$ cat config.mk
export PLATFORM = sky130hd
export DESIGN_NAME = ffba_table
export DESIGN_NICKNAME = d
export VERILOG_FILES = /design/src/hw/rtl/ffba_table.sv
export SDC_FILE = /design/constraint.sdc
export NUM_CORES = 2
export LEC_CHECK = 0
export ABC_CLOCK_PERIOD_IN_PS = 6770
export BUFFER_PORTS_ARGS = -buffer_cell sky130_fd_sc_hd__buf_2
export CORE_ASPECT_RATIO = 0.75
export CORE_MARGIN = 3
export CORE_UTILIZATION = 55
export DETAILED_ROUTE_END_ITERATION = 8
export PLACE_DENSITY_LB_ADDON = 0.12
export SYNTH_ARGS = -nofsm -noshare
export SYNTH_HDL_FRONTEND = slang
export SYNTH_SLANG_ARGS = --single-unit
$ cat constraint.sdc
create_clock -name clk -period 6.77 [get_ports clk]
set_input_delay 0.677 -clock clk [delete_from_list [all_inputs] [get_ports clk]]
set_output_delay 0.677 -clock clk [all_outputs]
set_load 0.01 [all_outputs]
$ cat src/hw/rtl/ffba_table.sv
// ----------------------------------------------------------------------------
// Block table memory
// One write port and one registered read port holding offset and size.
// ----------------------------------------------------------------------------
module ffba_table #(
	parameter int AW = 6
) (
	input  logic          clk,
	input  logic          we,
	input  logic [AW-1:0] waddr,
	input  logic [63:0]   wdata,
	input  logic [AW-1:0] raddr,
	output logic [63:0]   rdata
);
	logic [63:0] mem [2**AW];

	always_ff @(posedge clk) begin
		if (we) begin
			mem[waddr] <= wdata;
		end
		rdata <= mem[raddr];
	end
endmodule

==> metrics.md <==
| Metric | Value |
|---|---|
| Crit end category | flop |
| DRC Markers | 0 |
| Setup slack after layout | 3.55 ns |
| Worst-Margin Slew | 1.39 ns |
| WP data required | 7.50 ns |
| Final setup violation count | 0 |
| Leakage | 54.8 nW |
| Synth Area in Simple Gates | 1.24% |
| Met3 Wirelength | 43.6 mm |
| Placed Area | 163,000 um2 |
| Asr flop ratio synth | 0% |
| Post CTS Setup Buffer Count | 0 |
| First-pass GRT wire length | 593 mm |
| Top sig layer | met5 |
| Post-Synth XOR/XNOR Area | 0% |
| Hold bufs inserted after CTS | 0 |
| Antenna-violating nets left | 0 |
| Critical Path Fanout Max | 80 |
| Final hold violations | 0 |
| Post-placement cell count | 10.3k |
| Wire per inst | 38.2 um |
| Sequential area share after synthesis | 79.5% |
| Sequential cell area | 124,000 um2 |
| Number of flops mapped to enable cells by yosys | 4,096 |
| Final TNS setup | 0 ns |
| Vias post-DR | 75.6k |
| Tcrit/Tclk final | 47.5% |
| Slew Viols, Final | 0 |
| Crit-path cells | buf_12, buf_12, buf_12, mux4_2, a22o_1, nor2_1, a211oi_1 |
| Worst Hold Slack | 0.414 ns |
| Flops & latches, synth | 4,160 |
| Clock slew at reported path FFs | 0.06 ns |
| CTS root buffer | clkbuf_16 |
| Number of library cell types mapped by synthesis | 33 |
| Commonest non-fill, non-tap cell in the layout | edfxtp_1 |
| Peak VDD IR | 0.273 mV |
| Chip width | 622 um |
| Fmax | 0.311 GHz |
| Final clock skew | 0.0351 ns |
| Later-pin clock latency in the skew report | 0.91 ns |
| Synth Flop Type | edfxtp_1 |
| CP max stage delay | 0.59 ns |
| Initial DRC count | 10.8k |
| Final core utilization | 62.5% |
| I/O Buffers | 141 |
| Syn Area/Cell | 23.7 um2 |
| Complex-gate fraction of the synthesized area | 2.48% |
| Max-cap viol count | 0 |
| CP most frequent cell | buf_12 |
| Initial antenna violation count | 42 |
| Clock tree buffer depth | 4 |
| Largest net degree at the start of global routing | 119 |
| Die height | 468 um |
| Cell Area, Synth | 156,000 um2 |
| Num rows | 168 |
| Most frequent cells in the layout | 4,096 x edfxtp_1, 1,024 x mux4_2, 403 x clkbuf_16 |
| Placer Congestion | 0.789 |
| Router iterations before antenna repair | 6 |
| Io pins | 142 |
| Hold crit path type | in -> reg |
| Total congestion overflow | 0 |
| Via density | 6.85 |
| Dpl hpwl | 224 mm |
| Clock sink count | 4,160 |
| Cells resized by post-CTS repair | 0 |
| Pre-CTS WS | 2.61 ns |
| Non-filler cells, final | 11.0k |
| Yosys warnings | 0 |
| Initial Util | 55.6% |
| Area growth syn-to-layout | 12.4% |
| Crit-path slowest cell | mux4_2 |
| Cell area after layout | 176,000 um2 |
| RSZ-0062 raised after global routing | no |
| Mapped Cells | 6,598 |
| Area of the multi-input gates | 30,800 um2 |
| Min Clock Period, post-route | 3.22 ns |
| # fillers | 18.7k |
| Total Wirelength | 422 mm |
| Final #Nets | 7,042 |
| GRT Util Overall | 29.3% |
| Met2 Routed Length | 192 mm |
| Status | complete, no violations |
| Layout cell share with drive strength beyond 1 | 28.1% |
| Crit start category | input port |
| CTS tree | built |
| Number of global-route vias before repair | 74.7k |
| Tot Pwr | 53.7 mW |
| Post-Syn Nets | 6,676 |
| Largest family of logic cells by synthesized area | multiplexers |
| H-tree Lvls | 5 |
| Max_slew headroom | 7.39% |
| Die ar. | 291,000 um2 |
| PD cells | 305 nW/um2 |
| Synth Area in Adders | 0% |
| Total CTS buffers | 394 |
| Wl on met1 | 174 mm |
| WP data arrival | 3.95 ns |
| Core Region | 281,000 um2 |
| Multiplexer share of the synthesized area | 15.6% |
| WS Path Type | in -> reg |
-- cell usage after synthesis, types with 18 or more instances --
cell	instances	area, um2
edfxtp_1	4096	123000
mux4_2	1024	23100
buf_2	170	851
a22oi_1	168	1260
clkbuf_1	140	526
mux2i_1	135	1350
nor2_1	112	420
a22o_1	88	771
o22ai_1	83	519
and3_1	64	400
dfxtp_1	64	1280
a211oi_1	63	473
nand2_1	58	218
nand3_1	45	225
o221ai_1	38	333
buf_4	34	255
or3_1	29	181
nor2b_1	28	175
or2_2	28	175
a41oi_1	26	228
buf_1	20	75.1
a2bb2oi_1	19	166
inv_1	19	71.3
a31oi_1	18	113
-- sequential cells by signal, indices dropped and copies added, names as in the netlist --
name / flops
rdata: 64
mem: 4096
-- power by group --
part	switching, mW	total, mW	internal [mW]
logic	1.52	2.40	0.877
clock network	9.38	22.6	13.2
registers	0.155	28.7	28.5
total	11.1	53.7	42.6
-- critical path: cells and delay by family --
family	cells	cell delay, ns
simple gates	1	0.46
buf+inv	3	1.49
mux	1	0.59
compound gates	2	0.44
-- logic make-up (layout without fill, tap and decap cells) --
kind of cell	Yosys count	in the layout
compound gates	504	504
buf+inv	389	1082
flops	4160	4160
mux	1159	1159
other cells	0	9
simple gates	386	386
-- layer usage --
| metal | up-vias | global-route usage (%) |
|---|---|---|
| met4 | 10 | 7.67 |
| met5 | - | 0 |
| li1 | 29300 | - |
| met2 | 4309 | 43.7 |
| met3 | 668 | 5.44 |
| met1 | 41400 | 45.3 |
-- final timing paths --
kind,start,endpoint,slack (ns),cells after the start
worst max register to register,mem[55][52]$_DFFE_PP_,rdata[52]$_DFF_P_,4.67,5
worst min-delay path,raddr[5],rdata[53]$_DFF_P_,0.41,3
worst max-delay path,raddr[0],rdata[19]$_DFF_P_,3.55,7
worst min register to register,mem[62][42]$_DFFE_PP_,rdata[42]$_DFF_P_,0.82,4
-- layout make-up --
| class | instances | share of cell area [%] |
|---|---|---|
| clock buffer | 498 | 6.03 |
| timing repair buffer | 340 | 1.54 |
| inverter | 19 | 0.0406 |
| clock inverter | 225 | 1.46 |
| multi-input combinational | 2049 | 17.5 |
| antenna | 9 | 0.0128 |
| sequential | 4160 | 70.7 |
| tap | 3740 | 2.66 |
Power figures use the tool's default switching activity.
